$ cat config.mk
export PLATFORM = sky130hd
export DESIGN_NAME = definition_text_tokenizer
export DESIGN_NICKNAME = d
export VERILOG_FILES = /design/src/design/dtt_pkg.sv /design/src/design/dtt_lexer.sv /design/src/design/definition_text_tokenizer.sv
export SDC_FILE = /design/constraint.sdc
export NUM_CORES = 1
export LEC_CHECK = 0
export ABC_AREA = 1
export BUFFER_PORTS_ARGS = -buffer_cell sky130_fd_sc_hd__buf_2
export CORE_ASPECT_RATIO = 0.75
export CORE_MARGIN = 3
export CORE_UTILIZATION = 28
export DETAILED_ROUTE_END_ITERATION = 8
export GPL_TIMING_DRIVEN = 0
export PLACE_DENSITY = 0.48
export SLEW_MARGIN = 30
export SYNTH_ARGS = -nofsm -noshare
export SYNTH_HDL_FRONTEND = slang
export SYNTH_HIERARCHICAL = 1
export SYNTH_SLANG_ARGS = --single-unit
$ cat constraint.sdc
create_clock -name clock -period 4.3 [get_ports clock]
set_input_delay 1.075 -clock clock [delete_from_list [all_inputs] [get_ports clock]]
set_output_delay 1.075 -clock clock [all_outputs]
set_load 0.01 [all_outputs]
$ cat src/design/dtt_pkg.sv
// Shared types, codes and character classes for the definition text tokenizer.
package dtt_pkg;

   localparam int LINE_WIDTH   = 20;
   localparam int COLUMN_WIDTH = 16;
   localparam int RES_SLOTS    = 3;

   typedef enum logic [7:0] {
      MODE_INIT    = 8'b0000_0001,
      MODE_WS      = 8'b0000_0010,
      MODE_QUOTE   = 8'b0000_0100,
      MODE_ESC     = 8'b0000_1000,
      MODE_BARE    = 8'b0001_0000,
      MODE_CODE    = 8'b0010_0000,
      MODE_COMMENT = 8'b0100_0000,
      MODE_ERROR   = 8'b1000_0000
   } mode_type;

   localparam logic [1:0] EV_BYTE  = 2'd0;
   localparam logic [1:0] EV_TOKEN = 2'd1;
   localparam logic [1:0] EV_ERROR = 2'd2;
   localparam logic [1:0] EV_END   = 2'd3;

   localparam logic [2:0] KIND_BARE    = 3'd0;
   localparam logic [2:0] KIND_QUOTED  = 3'd1;
   localparam logic [2:0] KIND_LITERAL = 3'd2;
   localparam logic [2:0] KIND_CODE    = 3'd3;
   localparam logic [2:0] KIND_COMMENT = 3'd4;

   localparam logic [1:0] ERR_INVALID = 2'd0;
   localparam logic [1:0] ERR_NEWLINE = 2'd1;
   localparam logic [1:0] ERR_EOF     = 2'd2;

   localparam logic [7:0] CHAR_TAB       = 8'h09;
   localparam logic [7:0] CHAR_LF        = 8'h0A;
   localparam logic [7:0] CHAR_CR        = 8'h0D;
   localparam logic [7:0] CHAR_SPACE     = 8'h20;
   localparam logic [7:0] CHAR_QUOTE     = 8'h22;
   localparam logic [7:0] CHAR_HASH      = 8'h23;
   localparam logic [7:0] CHAR_PERCENT   = 8'h25;
   localparam logic [7:0] CHAR_LPAREN    = 8'h28;
   localparam logic [7:0] CHAR_RPAREN    = 8'h29;
   localparam logic [7:0] CHAR_PLUS      = 8'h2B;
   localparam logic [7:0] CHAR_COMMA     = 8'h2C;
   localparam logic [7:0] CHAR_MINUS     = 8'h2D;
   localparam logic [7:0] CHAR_DOT       = 8'h2E;
   localparam logic [7:0] CHAR_COLON     = 8'h3A;
   localparam logic [7:0] CHAR_SEMI      = 8'h3B;
   localparam logic [7:0] CHAR_LT        = 8'h3C;
   localparam logic [7:0] CHAR_GT        = 8'h3E;
   localparam logic [7:0] CHAR_LBRACKET  = 8'h5B;
   localparam logic [7:0] CHAR_BACKSLASH = 8'h5C;
   localparam logic [7:0] CHAR_RBRACKET  = 8'h5D;
   localparam logic [7:0] CHAR_UNDERLINE = 8'h5F;
   localparam logic [7:0] CHAR_LBRACE    = 8'h7B;
   localparam logic [7:0] CHAR_RBRACE    = 8'h7D;

   typedef struct packed {
      logic [1:0] event_res;
      logic [7:0] token_byte;
      logic [2:0] token_kind;
      logic [1:0] error_code;
   } res_type;

   typedef struct packed {
      logic [1:0]                        count;
      res_type [RES_SLOTS-1:0]           res;
      logic [LINE_WIDTH-1:0]             line_number;
      logic [COLUMN_WIDTH-1:0]           column_number;
   } lex_out_type;

   function automatic logic is_space(input logic [7:0] c);
      return (c == CHAR_SPACE) || (c == CHAR_TAB) || (c == CHAR_CR) || (c == CHAR_LF);
   endfunction

   function automatic logic is_literal(input logic [7:0] c);
      return (c == CHAR_LPAREN) || (c == CHAR_RPAREN) || (c == CHAR_LBRACE) ||
             (c == CHAR_RBRACE) || (c == CHAR_COMMA);
   endfunction

   function automatic logic is_word(input logic [7:0] c);
      return ((c >= 8'h61) && (c <= 8'h7A)) || ((c >= 8'h41) && (c <= 8'h5A)) ||
             ((c >= 8'h30) && (c <= 8'h39)) ||
             (c == CHAR_UNDERLINE) || (c == CHAR_MINUS) || (c == CHAR_PLUS) ||
             (c == CHAR_COLON) || (c == CHAR_SEMI) || (c == CHAR_DOT) ||
             (c == CHAR_LBRACKET) || (c == CHAR_RBRACKET) ||
             (c == CHAR_LT) || (c == CHAR_GT);
   endfunction

endpackage

$ cat src/design/dtt_lexer.sv
// Next-state and result logic of the tokenizer for one input byte or end mark.
module dtt_lexer (
   input  dtt_pkg::mode_type                   mode,
   input  logic [dtt_pkg::LINE_WIDTH-1:0]      line_count,
   input  logic [dtt_pkg::COLUMN_WIDTH-1:0]    column_count,
   input  logic [7:0]                          text_byte,
   input  logic                                end_of_input,
   output dtt_pkg::mode_type                   mode_in,
   output logic [dtt_pkg::LINE_WIDTH-1:0]      line_in,
   output logic [dtt_pkg::COLUMN_WIDTH-1:0]    column_in,
   output dtt_pkg::lex_out_type                lex_out
);

   logic [1:0]                       idx;
   logic [dtt_pkg::LINE_WIDTH-1:0]   line_upd;
   logic [dtt_pkg::COLUMN_WIDTH-1:0] col_upd;
   logic [2:0]                       kind_cc;

   always_comb begin
      line_upd = line_count;
      col_upd  = column_count;
      if (text_byte == dtt_pkg::CHAR_LF) begin
         if (line_count != '1) line_upd = line_count + 1'b1;
         col_upd = '0;
      end else if (column_count != '1) begin
         col_upd = column_count + 1'b1;
      end
   end

   assign kind_cc = (mode == dtt_pkg::MODE_CODE) ? dtt_pkg::KIND_CODE : dtt_pkg::KIND_COMMENT;

   always_comb begin
      idx       = 2'd0;
      lex_out   = '0;
      mode_in   = mode;
      line_in   = line_count;
      column_in = column_count;
      lex_out.line_number   = line_count;
      lex_out.column_number = column_count;
      if (end_of_input) begin
         unique case (mode)
            dtt_pkg::MODE_BARE: begin
               lex_out.res[idx].event_res  = dtt_pkg::EV_TOKEN;
               lex_out.res[idx].token_kind = dtt_pkg::KIND_BARE;
               idx = idx + 2'd1;
            end
            dtt_pkg::MODE_CODE, dtt_pkg::MODE_COMMENT: begin
               lex_out.res[idx].event_res  = dtt_pkg::EV_TOKEN;
               lex_out.res[idx].token_kind = kind_cc;
               idx = idx + 2'd1;
            end
            dtt_pkg::MODE_QUOTE, dtt_pkg::MODE_ESC: begin
               lex_out.res[idx].event_res  = dtt_pkg::EV_ERROR;
               lex_out.res[idx].error_code = dtt_pkg::ERR_EOF;
               idx = idx + 2'd1;
            end
            default: begin
            end
         endcase
         lex_out.res[idx].event_res = dtt_pkg::EV_END;
         idx       = idx + 2'd1;
         mode_in   = dtt_pkg::MODE_INIT;
         line_in   = {{(dtt_pkg::LINE_WIDTH-1){1'b0}}, 1'b1};
         column_in = '0;
      end else if (mode != dtt_pkg::MODE_ERROR) begin
         line_in   = line_upd;
         column_in = col_upd;
         lex_out.line_number   = line_upd;
         lex_out.column_number = col_upd;
         unique case (mode)
            dtt_pkg::MODE_INIT: begin
               if (text_byte == dtt_pkg::CHAR_QUOTE) begin
                  mode_in = dtt_pkg::MODE_QUOTE;
               end else if (text_byte == dtt_pkg::CHAR_PERCENT) begin
                  mode_in = dtt_pkg::MODE_CODE;
               end else if (text_byte == dtt_pkg::CHAR_HASH) begin
                  mode_in = dtt_pkg::MODE_COMMENT;
               end else if (dtt_pkg::is_literal(text_byte)) begin
                  lex_out.res[idx].event_res  = dtt_pkg::EV_BYTE;
                  lex_out.res[idx].token_byte = text_byte;
                  lex_out.res[idx].token_kind = dtt_pkg::KIND_LITERAL;
                  idx = idx + 2'd1;
                  lex_out.res[idx].event_res  = dtt_pkg::EV_TOKEN;
                  lex_out.res[idx].token_kind = dtt_pkg::KIND_LITERAL;
                  idx = idx + 2'd1;
               end else if (dtt_pkg::is_space(text_byte)) begin
                  mode_in = dtt_pkg::MODE_INIT;
               end else if (dtt_pkg::is_word(text_byte)) begin
                  lex_out.res[idx].event_res  = dtt_pkg::EV_BYTE;
                  lex_out.res[idx].token_byte = text_byte;
                  lex_out.res[idx].token_kind = dtt_pkg::KIND_BARE;
                  idx = idx + 2'd1;
                  mode_in = dtt_pkg::MODE_BARE;
               end else begin
                  lex_out.res[idx].event_res  = dtt_pkg::EV_ERROR;
                  lex_out.res[idx].error_code = dtt_pkg::ERR_INVALID;
                  idx = idx + 2'd1;
                  mode_in = dtt_pkg::MODE_ERROR;
               end
            end
            dtt_pkg::MODE_WS: begin
               if (dtt_pkg::is_space(text_byte)) begin
                  mode_in = dtt_pkg::MODE_INIT;
               end else begin
                  lex_out.res[idx].event_res  = dtt_pkg::EV_ERROR;
                  lex_out.res[idx].error_code = dtt_pkg::ERR_INVALID;
                  idx = idx + 2'd1;
                  mode_in = dtt_pkg::MODE_ERROR;
               end
            end
            dtt_pkg::MODE_QUOTE: begin
               if (text_byte == dtt_pkg::CHAR_BACKSLASH) begin
                  mode_in = dtt_pkg::MODE_ESC;
               end else if ((text_byte == dtt_pkg::CHAR_LF) ||
                            (text_byte == dtt_pkg::CHAR_CR)) begin
                  lex_out.res[idx].event_res  = dtt_pkg::EV_ERROR;
                  lex_out.res[idx].error_code = dtt_pkg::ERR_NEWLINE;
                  idx = idx + 2'd1;
                  mode_in = dtt_pkg::MODE_ERROR;
               end else if (text_byte == dtt_pkg::CHAR_QUOTE) begin
                  lex_out.res[idx].event_res  = dtt_pkg::EV_TOKEN;
                  lex_out.res[idx].token_kind = dtt_pkg::KIND_QUOTED;
                  idx = idx + 2'd1;
                  mode_in = dtt_pkg::MODE_WS;
               end else begin
                  lex_out.res[idx].event_res  = dtt_pkg::EV_BYTE;
                  lex_out.res[idx].token_byte = text_byte;
                  lex_out.res[idx].token_kind = dtt_pkg::KIND_QUOTED;
                  idx = idx + 2'd1;
               end
            end
            dtt_pkg::MODE_ESC: begin
               lex_out.res[idx].event_res  = dtt_pkg::EV_BYTE;
               lex_out.res[idx].token_byte = text_byte;
               lex_out.res[idx].token_kind = dtt_pkg::KIND_QUOTED;
               idx = idx + 2'd1;
               mode_in = dtt_pkg::MODE_QUOTE;
            end
            dtt_pkg::MODE_BARE: begin
               if (dtt_pkg::is_word(text_byte)) begin
                  lex_out.res[idx].event_res  = dtt_pkg::EV_BYTE;
                  lex_out.res[idx].token_byte = text_byte;
                  lex_out.res[idx].token_kind = dtt_pkg::KIND_BARE;
                  idx = idx + 2'd1;
               end else if (dtt_pkg::is_space(text_byte)) begin
                  lex_out.res[idx].event_res  = dtt_pkg::EV_TOKEN;
                  lex_out.res[idx].token_kind = dtt_pkg::KIND_BARE;
                  idx = idx + 2'd1;
                  mode_in = dtt_pkg::MODE_WS;
               end else if (dtt_pkg::is_literal(text_byte)) begin
                  lex_out.res[idx].event_res  = dtt_pkg::EV_TOKEN;
                  lex_out.res[idx].token_kind = dtt_pkg::KIND_BARE;
                  idx = idx + 2'd1;
                  lex_out.res[idx].event_res  = dtt_pkg::EV_BYTE;
                  lex_out.res[idx].token_byte = text_byte;
                  lex_out.res[idx].token_kind = dtt_pkg::KIND_LITERAL;
                  idx = idx + 2'd1;
                  lex_out.res[idx].event_res  = dtt_pkg::EV_TOKEN;
                  lex_out.res[idx].token_kind = dtt_pkg::KIND_LITERAL;
                  idx = idx + 2'd1;
                  mode_in = dtt_pkg::MODE_INIT;
               end else begin
                  lex_out.res[idx].event_res  = dtt_pkg::EV_ERROR;
                  lex_out.res[idx].error_code = dtt_pkg::ERR_INVALID;
                  idx = idx + 2'd1;
                  mode_in = dtt_pkg::MODE_ERROR;
               end
            end
            dtt_pkg::MODE_CODE, dtt_pkg::MODE_COMMENT: begin
               if ((text_byte == dtt_pkg::CHAR_CR) || (text_byte == dtt_pkg::CHAR_LF)) begin
                  lex_out.res[idx].event_res  = dtt_pkg::EV_TOKEN;
                  lex_out.res[idx].token_kind = kind_cc;
                  idx = idx + 2'd1;
                  mode_in = dtt_pkg::MODE_INIT;
               end else begin
                  lex_out.res[idx].event_res  = dtt_pkg::EV_BYTE;
                  lex_out.res[idx].token_byte = text_byte;
                  lex_out.res[idx].token_kind = kind_cc;
                  idx = idx + 2'd1;
               end
            end
            default: begin
               mode_in = dtt_pkg::MODE_ERROR;
            end
         endcase
      end
      lex_out.count = idx;
   end

endmodule

$ cat src/design/definition_text_tokenizer.sv
// Top level of the definition text tokenizer: lexer state, result queue and stream ports.
// The block takes one text byte, or an end-of-input mark, per transfer on the req_ side
// and returns zero to three result transfers on the rsp_ side: token bytes, token ends
// with their kind, errors with their position, and end of input. Each input byte is
// decoded in the cycle it is taken, so a byte that gives at most one result is taken in
// every cycle while rsp_tready is high; a byte that gives two or three results holds the
// input until the three-entry result queue has drained to its last entry. rsp_tlast marks
// the final result of each input transfer. After an error the block drops further bytes
// until the end mark, which restarts it at line 1, column 0.
module definition_text_tokenizer (
   input  logic        clock,
   input  logic        reset,
   input  logic        req_tvalid,
   output logic        req_tready,
   input  logic [7:0]  req_tdata,   // [7:0] text_byte
   input  logic        req_tuser,   // [0] end_of_input
   output logic        rsp_tvalid,
   input  logic        rsp_tready,
   output logic [55:0] rsp_tdata,   // [7:0] token_byte, [10:8] token_kind,
                                    // [12:11] error_code, [32:13] line_number,
                                    // [48:33] column_number, [55:49] zero
   output logic [1:0]  rsp_tuser,   // [1:0] event_res
   output logic        rsp_tlast    // last
);

   dtt_pkg::mode_type                  mode_ff, mode_in;
   logic [dtt_pkg::LINE_WIDTH-1:0]     line_ff, line_in;
   logic [dtt_pkg::COLUMN_WIDTH-1:0]   col_ff, col_in;
   logic [1:0]                         cnt_ff, cnt_in;
   dtt_pkg::res_type [dtt_pkg::RES_SLOTS-1:0] slot_ff, slot_in;
   logic [dtt_pkg::LINE_WIDTH-1:0]     out_line_ff, out_line_in;
   logic [dtt_pkg::COLUMN_WIDTH-1:0]   out_col_ff, out_col_in;
   dtt_pkg::lex_out_type               lex_out;
   logic                               req_fire;
   logic                               rsp_fire;

   dtt_lexer u_lexer (
      .mode         (mode_ff),
      .line_count   (line_ff),
      .column_count (col_ff),
      .text_byte    (req_tdata),
      .end_of_input (req_tuser),
      .mode_in      (mode_in),
      .line_in      (line_in),
      .column_in    (col_in),
      .lex_out      (lex_out)
   );

   assign rsp_tvalid = (cnt_ff != 2'd0);
   assign rsp_fire   = rsp_tvalid && rsp_tready;
   assign req_tready = (cnt_ff == 2'd0) || ((cnt_ff == 2'd1) && rsp_tready);
   assign req_fire   = req_tvalid && req_tready;

   always_comb begin
      cnt_in      = cnt_ff;
      slot_in     = slot_ff;
      out_line_in = out_line_ff;
      out_col_in  = out_col_ff;
      if (rsp_fire) begin
         cnt_in     = cnt_ff - 2'd1;
         slot_in[0] = slot_ff[1];
         slot_in[1] = slot_ff[2];
      end
      if (req_fire && (lex_out.count != 2'd0)) begin
         cnt_in      = lex_out.count;
         slot_in     = lex_out.res;
         out_line_in = lex_out.line_number;
         out_col_in  = lex_out.column_number;
      end
   end

   always_ff @(posedge clock) begin
      if (reset) begin
         mode_ff <= dtt_pkg::MODE_INIT;
         line_ff <= {{(dtt_pkg::LINE_WIDTH-1){1'b0}}, 1'b1};
         col_ff  <= '0;
         cnt_ff  <= 2'd0;
      end else begin
         cnt_ff <= cnt_in;
         if (req_fire) begin
            mode_ff <= mode_in;
            line_ff <= line_in;
            col_ff  <= col_in;
         end
      end
   end

   always_ff @(posedge clock) begin
      slot_ff     <= slot_in;
      out_line_ff <= out_line_in;
      out_col_ff  <= out_col_in;
   end

   assign rsp_tuser = slot_ff[0].event_res;
   assign rsp_tlast = (cnt_ff == 2'd1);
   assign rsp_tdata = {7'd0, out_col_ff, out_line_ff, slot_ff[0].error_code,
                       slot_ff[0].token_kind, slot_ff[0].token_byte};

   a_mode_onehot : assert property (@(posedge clock) disable iff (reset)
      $onehot(mode_ff))
      else $error("lexer mode not one-hot");

   a_no_take_when_full : assert property (@(posedge clock) disable iff (reset)
      (cnt_ff == 2'd2 || cnt_ff == 2'd3) |-> !req_tready)
      else $error("input taken while queue holds several results");

   a_end_restarts : assert property (@(posedge clock) disable iff (reset)
      (req_fire && req_tuser) |=>
         (mode_ff == dtt_pkg::MODE_INIT &&
          line_ff == {{(dtt_pkg::LINE_WIDTH-1){1'b0}}, 1'b1} && col_ff == '0))
      else $error("end of input did not restart the lexer");

   a_end_is_last : assert property (@(posedge clock) disable iff (reset)
      (rsp_tvalid && rsp_tuser == dtt_pkg::EV_END) |-> rsp_tlast)
      else $error("end-of-input result not marked last");

endmodule

== After elaboration in Yosys (flattened, before gate mapping) ==
Cells that the tools add are included.
Cells by class
  bitwise operators: 0
  $mul: 0
  add/sub/neg operators: 4
  reduce and logical (&&, ||, !) cells: 41
  mux-type cells: 106
  divide/modulo/power cells: 0
  equal/unequal tests: 38
  order comparisons: 8
  shifts and indexed selects: 0
Operators with widths (count)
  two-way mux 8 bit: 20
  == test 8 x 6 -> 1 bit, second input constant: 15
  two-way mux 15 bit: 7
  two-way mux 20 bit: 4
  two-way mux 13 bit: 5
  two-way mux 16 bit: 4
  two-way mux 2 bit: 32
  two-way mux 30 bit: 2
  == test 8 x 7 -> 1 bit, second input constant: 7
  one-hot mux 11 bit (5 select lines): 1
  two-way mux 51 bit: 1
  one-hot mux 8 bit (6 select lines): 1
  bitwise mux 45 bit: 1
  two-way mux 36 bit: 1
  two-way mux 11 bit: 3
  == test 8 x 4 -> 1 bit, second input constant: 4
  demux 15 bit (select 2 bit): 1
  two-way mux 3 bit: 10
  logical OR 1 bit: 21
  adder 20 x 1 -> 20 bit, second input constant: 1
  inequality test 20 bit, second input constant: 1
  one-hot mux 2 bit (5 select lines): 2
  adder 16 x 1 -> 16 bit, second input constant: 1
  greater-or-equal comparator 8 x 7 -> 1 bit, second input constant: 2
  other kinds (29): 50
Word-level totals
  logic and storage cells: 215
  memories kept: 0
  register bits: 127
  memory bits (read-only): 0
  bits of input ports: 13
  memory bits (writable): 0
  bits in latches: 0

== Depth between registers and ports, before layout ==
Gate-level depths: netlist (run 1).
  depth after elaboration: 24
  depth in mapped cells: 19
  mapped depth without buffers: 19

== Hierarchy ==
Netlist (run 1), hierarchy kept.
Modules (own cells, without submodules)
  definition_text_tokenizer: times used 1, cells an instance 424, area an instance 4795.8 µm²
  dtt_lexer: times used 1, cells an instance 690, area an instance 3330.7 µm²

== Least setup slack after synthesis (run 1) ==
Ideal clock, no wire load.
  kind: input port to flip-flop
  start: in req_tdata[1]
  end: reg cnt_ff[0]
  buffers on the path: 1
  setup time: 0.112 ns
  data arrival time: 3.355 ns
  stages: 16
  slack: 0.833 ns
  path through: buf_2 nor2_2 nand2_2 nand2_1 nand2_1 nand2_2 nand4_1 or2_1 nand3_1 inv_1 nand2_1 nand3_4 nand2_1 inv_1 nor2_1 nor2_1
RTL lines
  start: declaration: RTL line definition_text_tokenizer.sv:15  | input logic [7:0] req_tdata,
  end signal: assignment: RTL line definition_text_tokenizer.sv:79  | cnt_ff <= cnt_in;
  end: declaration: RTL line definition_text_tokenizer.sv:29  | logic [1:0] cnt_ff, cnt_in;

==> reports/qor.yml, run 1 <==
period_share_pct: 83.01
wl_per_cell_um: 14.06
yosysWarnings: 6
arrival_ns: 3.63
power_density_mw_per_mm2: 602.9
die_y_um: 153.5
clk_pin_slew_worst_paths_ns: 0.06
p_switching_mw: 2.175
clock_latency_ns: 0.43
wl_um: 22750
synthCells: 1114
synthToLayoutAreaGrowth_pct: 18.49
fin_total_pwr_mw: 5.805
place_ws_ns: 0.2637
maxSlewHeadroom_pct: 48.29
seqPwrFrac_pct: 37.1
vias: 7230
clock-root-buffer: "clkbuf_16"
post_cts_resized: 0
num_io_pins: 74
max_freq_ghz: 0.2802
worst_slew_pin_slew_ns: 0.7729
dr.pass1.iters: 6
drive_gt1_share_pct: 19.14
yosys_most_used_dff: "edfxtp_1"
synth-seq-cells: 127
p_leak_nw: 4.647
ys_types: 48
setup-violations-final: 0
start_util_pct: 28.70
synth_area_sq_mm: 0.008127
min_period_ns: 3.569
final_util_pct: 34.01
grt_usage_pct: 14.83
core_sq_mm: 0.02832
grt_pass1_wl_um: 36720
mostFrequentLayoutCells: "322 x nand2_1, 155 x nor2_1, 115 x inv_1"
cp-end-kind: "flop"
drc: 0
cap_violations: 0
seq_area_sq_mm: 0.003353
max-clock-path-buffers: 2
antenna_found_initial: 0
worst-path-max-fanout: 60
tns_ns: 0
internal_power_mw: 3.630
ys_async_sr_fraction_pct: 0
die_w_um: 202.7
grt_max_degree: 61
num_rows: 53
max-vdd-ir-drop_mv: 0.2756
clockPowerShare_pct: 26.6
drv_slew: 0
outcome: "finished clean"
die_area_sq_mm: 0.03112
n_antenna_cell: 0
fin_cells: 1618
finalHoldViolCount: 0
cts_tree: "built"
synth_edf_count: 81
cts_buffers: 17
dp_hpwl_um: 16380
post_cts_buffers: 0
drtIter0Drc: 493
grt_pass1_vias: 6668
clock_sinks: 127
worstSetupStartpointType: "primary input"
fillCellCount: 3031
seq_area_frac_synth_pct: 41.26
antenna_left: 0
htreeDepth: 4
swShare_pct: 37.46
pwr-share-comb_pct: 36.4
io_buffers: 64
synth.avg_cell_area_sq_um: 7.295
fin_skew_ns: 0.009904
layout.nets: 1237
grt_overflow: 0
holdBufCountCts: 0
final_common_cell: "nand2_1"
rsz0062_at_grt: "no"
globalplace.congestion: 0.8857
viasPerCell: 4.468
setup_slack_ns: 0.7306
multiInputGateArea_sq_mm: 0.003762
dp_cells: 1586
path_class: "in -> reg"
min-delay-path-class: "reg -> reg"
critPathRequiredTime_ns: 4.36
registers in the layout (all words and copies together), names as in the netlist:
register     flops
cnt_ff           2
mode_ff          8
rsp_tuser        2
out_line_ff     20
line_ff         20
out_col_ff      16
slot_ff         30
rsp_tdata       13
col_ff          16
logic make-up after synthesis:
| group | count (synthesis) | share of synthesized area [%] |
|---|---|---|
| and+or+nand+nor | 662 | 36.74 |
| buffers and inverters | 208 | 13.53 |
| DFF | 127 | 41.26 |
| AOI/OAI and AO/OA | 102 | 6.790 |
| xor gates and xnor gates | 9 | 0.9700 |
| adders and majority gates | 4 | 0.6159 |
| other | 2 | 0.09241 |
worst max-delay path, stage by stage:
cell and delay [ns]:
buf_2 0.11, inv_1 0.20, nand2_1 0.14, nor2_4 0.17
nand3_1 0.12, nand2_2 0.15, nand2_1 0.15, nor2_2 0.23
inv_2 0.13, nand3_1 0.14, inv_1 0.05, nand2_1 0.12
nand3_4 0.16, inv_2 0.14, buf_6 0.45
layer usage:
layer / routed length [um] / GRT usage [%] / vias to the layer above / part of all wire (%)
li1: - / - / 3724 / -
met1: 12080 / 22.58 / 3309 / 53
met2: 9304 / 21.18 / 177 / 41
met3: 1103 / 3.048 / 20 / 4.8
met4: 261 / 3.956 / 0 / 1.1
met5: 0 / 0 / - / 0
synthesized netlist by cell type (3+ instances only):
library cell  number  area [sq um]
a21oi_1           12         60.06
o21ai_0           32         160.2
buf_12             5         100.1
or2_1              3         18.77
xor2_1             8         70.07
inv_2             14         52.55
clkbuf_1           8         30.03
nor3_2             4         40.04
buf_2             13         65.06
nand2_2           10         62.56
or2_0              4         25.02
edfxtp_1          81          2432
nor3_1             9         45.04
buf_6              6         67.56
inv_1            115         431.7
dfxtp_1           46         920.9
ha_1               4         50.05
nand3_2            3         30.03
nand2_4            3         33.78
buf_4             43         322.8
nor2_1           155         581.8
nand4_1           18         112.6
nand3_1           93         465.5
nor2_4             6         67.56
nor2_2            19         118.9
o21ai_1           48         240.2
nand2_1          323          1212
cell type report:
class / count / area share (%)
sequential: 127 / 34.82
tap: 385 / 5.003
clock buffer: 19 / 4.600
timing repair buffer: 64 / 3.326
buffer: 76 / 6.224
inverter: 132 / 5.198
clock inverter: 13 / 1.754
multi-input combinational: 802 / 39.07
stage by stage:
step                      cell area, sq um  hold slack [ns]
after global routing                  9629           0.5288
after detailed placement              9017           0.4966
after floorplan                       8213           0.4727
after CTS                             9629           0.5057
final                                 9629           0.5029
after global placement                9015           0.4960
power by group through the flow:
| stage | clock, mW | combinational (mW) | sequential, mW |
|---|---|---|---|
| 2_1_floorplan | 0 | 1.48 | 2.16 |
| 3_3_place_gp | 0 | 2.11 | 2.18 |
| 3_5_place_dp | 0 | 2.13 | 2.17 |
| 4_1_cts | 1.59 | 2.15 | 2.16 |
| 5_1_grt | 1.63 | 2.41 | 2.21 |
| 6_report | 1.54 | 2.11 | 2.15 |
final timing paths:
kind                                        end    startpoint  cells past startpoint  slack (ns)
worst min-delay path                 mode_ff[0]    mode_ff[0]                      2        0.50
worst max register to register  out_line_ff[15]    mode_ff[2]                     14        1.07
worst max-delay path            out_line_ff[15]  req_tdata[6]                     15        0.73
worst min register to register       mode_ff[0]    mode_ff[0]                      2        0.50
No activity file was read; power rests on OpenSTA's default activity.
==> inputs of run 2 (changes only) <==
==> constraint.sdc (replaced) <==
create_clock -name clock -period 3.55 [get_ports clock]
set_input_delay 0.8875 -clock clock [delete_from_list [all_inputs] [get_ports clock]]
set_output_delay 0.8875 -clock clock [all_outputs]
set_load 0.01 [all_outputs]
==> reports/qor.yml, run 2 (same netlist as run 1, synthesis figures left out) <==
outcome: "finished clean"
n_antenna_cell: 0
reg_top3: "slot_ff x30, line_ff x20, out_line_ff x20"
power_density_mw_per_mm2: 730.9
synthToLayoutAreaGrowth_pct: 18.66
grt_max_degree: 61
seqPwrFrac_pct: 36.9
die_y_um: 153.5
wl_per_cell_um: 14.13
wl_um: 22860
worstSetupStartpointType: "primary input"
drive_gt1_share_pct: 19.14
max-clock-path-buffers: 2
whs_ns: 0.5068
regMostFlops: "slot_ff"
grt_pass1_vias: 6668
start_util_pct: 28.70
num_io_pins: 74
swShare_pct: 37.51
dp_cells: 1586
die_area_sq_mm: 0.03112
mostFrequentLayoutCells: "322 x nand2_1, 155 x nor2_1, 115 x inv_1"
dr.pass1.iters: 5
cp_slowest_cell: "buf_12"
r2r_setup_slack_ns: 0.47
place_ws_ns: -0.2988
cp_cell_sequence: "buf_2, inv_1, nand2_1, nor2_4, nand3_1, nand2_2, nand2_1, nor2_2, inv_2, nand3_1, inv_1, nand2_1, nand3_4, inv_2, buf_12"
period_share_pct: 91.16
holdBufCountCts: 0
layout.nets: 1237
finalHoldViolCount: 0
r2r-end: "out_col_ff[11]"
clk_pin_slew_worst_paths_ns: 0.06
max-vdd-ir-drop_mv: 0.3314
grt_usage_pct: 14.83
p_switching_mw: 2.644
drtIter0Drc: 450
core_sq_mm: 0.02832
cts_tree: "built"
min_path_cells: 2
whs_endpoint: "slot_ff[29]"
rsz0062_at_grt: "no"
clock_sinks: 127
slowest_delay_ns: 0.33
grt_overflow: 0
viasPerCell: 4.451
htreeDepth: 4
largest_reg_flops: 30
p_leak_nw: 4.651
antenna_found_initial: 0
maxSlewHeadroom_pct: 50.78
drc: 0
pwr-share-comb_pct: 36.6
setup_slack_ns: 0.3139
num_rows: 53
drv_slew: 0
antenna_left: 0
clockPowerShare_pct: 26.4
path_class: "in -> reg"
fin_total_pwr_mw: 7.048
clock_latency_ns: 0.43
fin_cells: 1618
globalplace.congestion: 0.8857
vias: 7201
r2r_cells: 14
post_cts_buffers: 0
setup-violations-final: 0
grt_pass1_wl_um: 36720
worst_slew_pin_slew_ns: 0.7382
worstHoldStart: "slot_ff[44]"
final_common_cell: "nand2_1"
arrival_ns: 3.33
cts_buffers: 17
min-delay-path-class: "reg -> reg"
io_buffers: 64
fillCellCount: 3032
cap_violations: 0
max_freq_ghz: 0.3090
multiInputGateArea_sq_mm: 0.003767
min_period_ns: 3.236
worst-path-max-fanout: 60
seq_area_sq_mm: 0.003353
crit_top_cell: "nand2_1"
final_util_pct: 34.06
cp-end-kind: "flop"
internal_power_mw: 4.405
critPathRequiredTime_ns: 3.64
dp_hpwl_um: 16380
die_w_um: 202.7
clock-root-buffer: "clkbuf_16"
fin_skew_ns: 0.009677
r2r_start: "mode_ff[0]"
-- run 2: cell counts in the layout (fill, tap and decap cells not counted) --
Identical to the previous run, type by type.
-- run 2: layout make-up --
type	instances	area share, %
Buffer	76	6.306
Clock buffer	19	4.593
Clock inverter	13	1.752
Inverter	132	5.190
Multi-Input combinational cell	802	39.07
Sequential cell	127	34.77
Tap cell	385	4.995
Timing Repair Buffer	64	3.322
-- run 2: what timing repair did --
| action | CTS | global route |
|---|---|---|
| gates resized for setup | 0 | 4 |
| endpoints found under the setup margin | 0 | 87 |
| hold endpoints to repair | 0 | 0 |
-- run 2: stage by stage --
stage / TNS, ns / cell area, sq um
final: 0 / 9643
after CTS: 0 / 9629
after floorplan: 0 / 8213
after global placement: -33.40 / 9015
after detailed placement: -22.08 / 9017
after global routing: 0 / 9643
-- run 2: worst max path at each step --
stage | endpoint | start | depth (start not counted) | slack, ns
global route | out_col_ff[11] | req_tdata[6] | 15 | 0.11
CTS | cnt_ff[1] | req_tdata[6] | 17 | 0.14
floorplan | cnt_ff[0] | req_tdata[1] | 16 | 0.27
global placement | cnt_ff[0] | req_tuser | 12 | -0.73
detailed placement | cnt_ff[1] | req_tdata[6] | 17 | -0.30
finish | out_col_ff[11] | req_tdata[6] | 15 | 0.31
-- run 2: critical path: cells and delay by family --
kind | cells | cell delay [ns]
simple gates | 9 | 1.41
buf+inv | 6 | 0.98
-- run 2: metal layers --
metal | share of wire, % | global-route usage (%) | vias up
met4 | 1.5 | 3.956 | 0
met5 | 0 | 0 | -
li1 | - | - | 3721
met3 | 5.0 | 3.048 | 21
met1 | 53 | 22.58 | 3288
met2 | 41 | 21.18 | 171
-- run 2: power groups by stage --
stage	registers [mW]	clock network [mW]	logic [mW]
floorplan	2.61	0	1.79
global placement	2.64	0	2.55
detailed placement	2.63	0	2.58
CTS	2.61	1.92	2.60
global route	2.68	1.97	2.94
finish	2.60	1.86	2.58
==> inputs of run 3 (changes only) <==
--- a/config.mk
+++ b/config.mk
@@ -9,10 +9,10 @@
 export BUFFER_PORTS_ARGS = -buffer_cell sky130_fd_sc_hd__buf_2
 export CORE_ASPECT_RATIO = 0.75
 export CORE_MARGIN = 3
-export CORE_UTILIZATION = 28
+export CORE_UTILIZATION = 35
 export DETAILED_ROUTE_END_ITERATION = 8
 export GPL_TIMING_DRIVEN = 0
-export PLACE_DENSITY = 0.48
+export PLACE_DENSITY = 0.56
 export SLEW_MARGIN = 30
 export SYNTH_ARGS = -nofsm -noshare
 export SYNTH_HDL_FRONTEND = slang
==> reports/qor.yml, run 3 (same netlist as run 1, synthesis figures left out) <==
outcome: "finished clean"
cp_cell_sequence: "buf_2, inv_1, nand2_1, nor2_4, nand3_1, nand2_2, nand4_1, or2_1, nand3_1, inv_1, nand2_1, nand3_4, inv_2, buf_8, nand2_1, nand2_1"
rsz0062_at_grt: "no"
n_antenna_cell: 0
path_buf_inv: 5
htreeDepth: 4
layout.nets: 1237
antenna_left: 0
cp-end-kind: "flop"
globalplace.congestion: 0.8928
period_share_pct: 89.62
dr.pass1.iters: 5
die_y_um: 138.0
worst_slew_pin_slew_ns: 0.6720
grt_pass1_vias: 6259
die_area_sq_mm: 0.02510
fin_skew_ns: 0.02165
io_buffers: 64
seq_area_sq_mm: 0.003353
cap_violations: 0
worst-path-max-fanout: 60
grt_max_degree: 61
path_class: "in -> reg"
holdBufCountCts: 0
largest_reg_flops: 30
cp_slowest_cell: "buf_8"
p_leak_nw: 4.647
reg_top3: "slot_ff x30, line_ff x20, out_line_ff x20"
setup-violations-final: 0
viasPerCell: 4.678
start_util_pct: 36.18
worstSetupStartpointType: "primary input"
max_freq_ghz: 0.3143
drc: 0
drv_slew: 0
maxSlewHeadroom_pct: 55.20
grt_pass1_wl_um: 34110
core_sq_mm: 0.02246
crit_top_cell: "nand2_1"
grt_usage_pct: 17.27
min_period_ns: 3.182
dp_hpwl_um: 14990
arrival_ns: 3.47
max-clock-path-buffers: 2
num_io_pins: 74
post_cts_buffers: 0
max-vdd-ir-drop_mv: 0.3660
die_w_um: 182.0
antenna_found_initial: 0
finalHoldViolCount: 0
wl_um: 20910
drtIter0Drc: 655
mostFrequentLayoutCells: "322 x nand2_1, 155 x nor2_1, 115 x inv_1"
clock-root-buffer: "clkbuf_16"
cp_top_family: "simple AND/OR/NAND/NOR gates"
drive_gt1_share_pct: 18.90
min-delay-path-class: "reg -> reg"
vias: 7143
r2r_setup_slack_ns: 0.52
multiInputGateArea_sq_mm: 0.003767
cts_tree: "built"
synthToLayoutAreaGrowth_pct: 17.12
fillCellCount: 2317
clock_sinks: 127
grt_overflow: 0
post_cts_resized: 0
num_rows: 47
clock_latency_ns: 0.43
critPathRequiredTime_ns: 3.84
whs_ns: 0.5069
fin_total_pwr_mw: 6.944
regMostFlops: "slot_ff"
slowest_delay_ns: 0.41
wl_per_cell_um: 13.70
cts_buffers: 17
power_density_mw_per_mm2: 729.5
final_common_cell: "nand2_1"
clk_pin_slew_worst_paths_ns: 0.06
[run 3: changes by cell type in the layout (fill, tap and decap cells not counted), moves of 2 or more]
cell | before | now
clkinv_2 | 6 | 3
clkinvlp_4 | 2 | 0
clkinv_4 | 0 | 3
clkbuf_1 | 9 | 11
[run 3: report_power, final]
part / internal (mW) / switching, mW / total, mW
sequential: 2.28 / 0.308 / 2.58
clock: 1.17 / 0.658 / 1.83
combinational: 0.940 / 1.59 / 2.53
total: 4.38 / 2.56 / 6.94
[run 3: cell type report]
cell class                      count  area share (%)
Multi-Input combinational cell    802           39.58
Timing Repair Buffer               64           3.365
Clock inverter                     12           1.775
Inverter                          132           5.258
Sequential cell                   127           35.23
Clock buffer                       20           4.588
Buffer                             76           6.336
Tap cell                          294           3.865
[run 3: per-stage QoR]
step	utilization, %	worst slack (ns)	std cells	area [sq um]	setup TNS, ns
after global routing	42.37	0.05556	1527	9518	0
after floorplan	-	0.2702	1137	8213	0
after CTS	42.33	0.2988	1527	9509	0
after global placement	39.62	-0.6058	1495	8901	-21.91
after detailed placement	39.63	-0.1320	1495	8904	-7.309
final	42.37	0.3684	1527	9518	0
[run 3: worst min-delay path, cell delays in order (launching register included)]
cell and delay [ns]:
edfxtp_1 0.32, nand2_1 0.05, nand2_1 0.05
[run 3: final timing paths]
check,startpoint,end,cells after the start
setup / recovery,req_tdata[6],slot_ff[23],16
hold reg to reg,slot_ff[32],slot_ff[17],2
setup reg to reg,mode_ff[2],slot_ff[23],16
hold / removal,slot_ff[32],slot_ff[17],2
[run 3: routing by layer]
metal	GRT usage, %	wire [um]
met5	0	0
met4	4.101	187
met3	3.828	1070
met2	24.53	8588
met1	26.47	11070
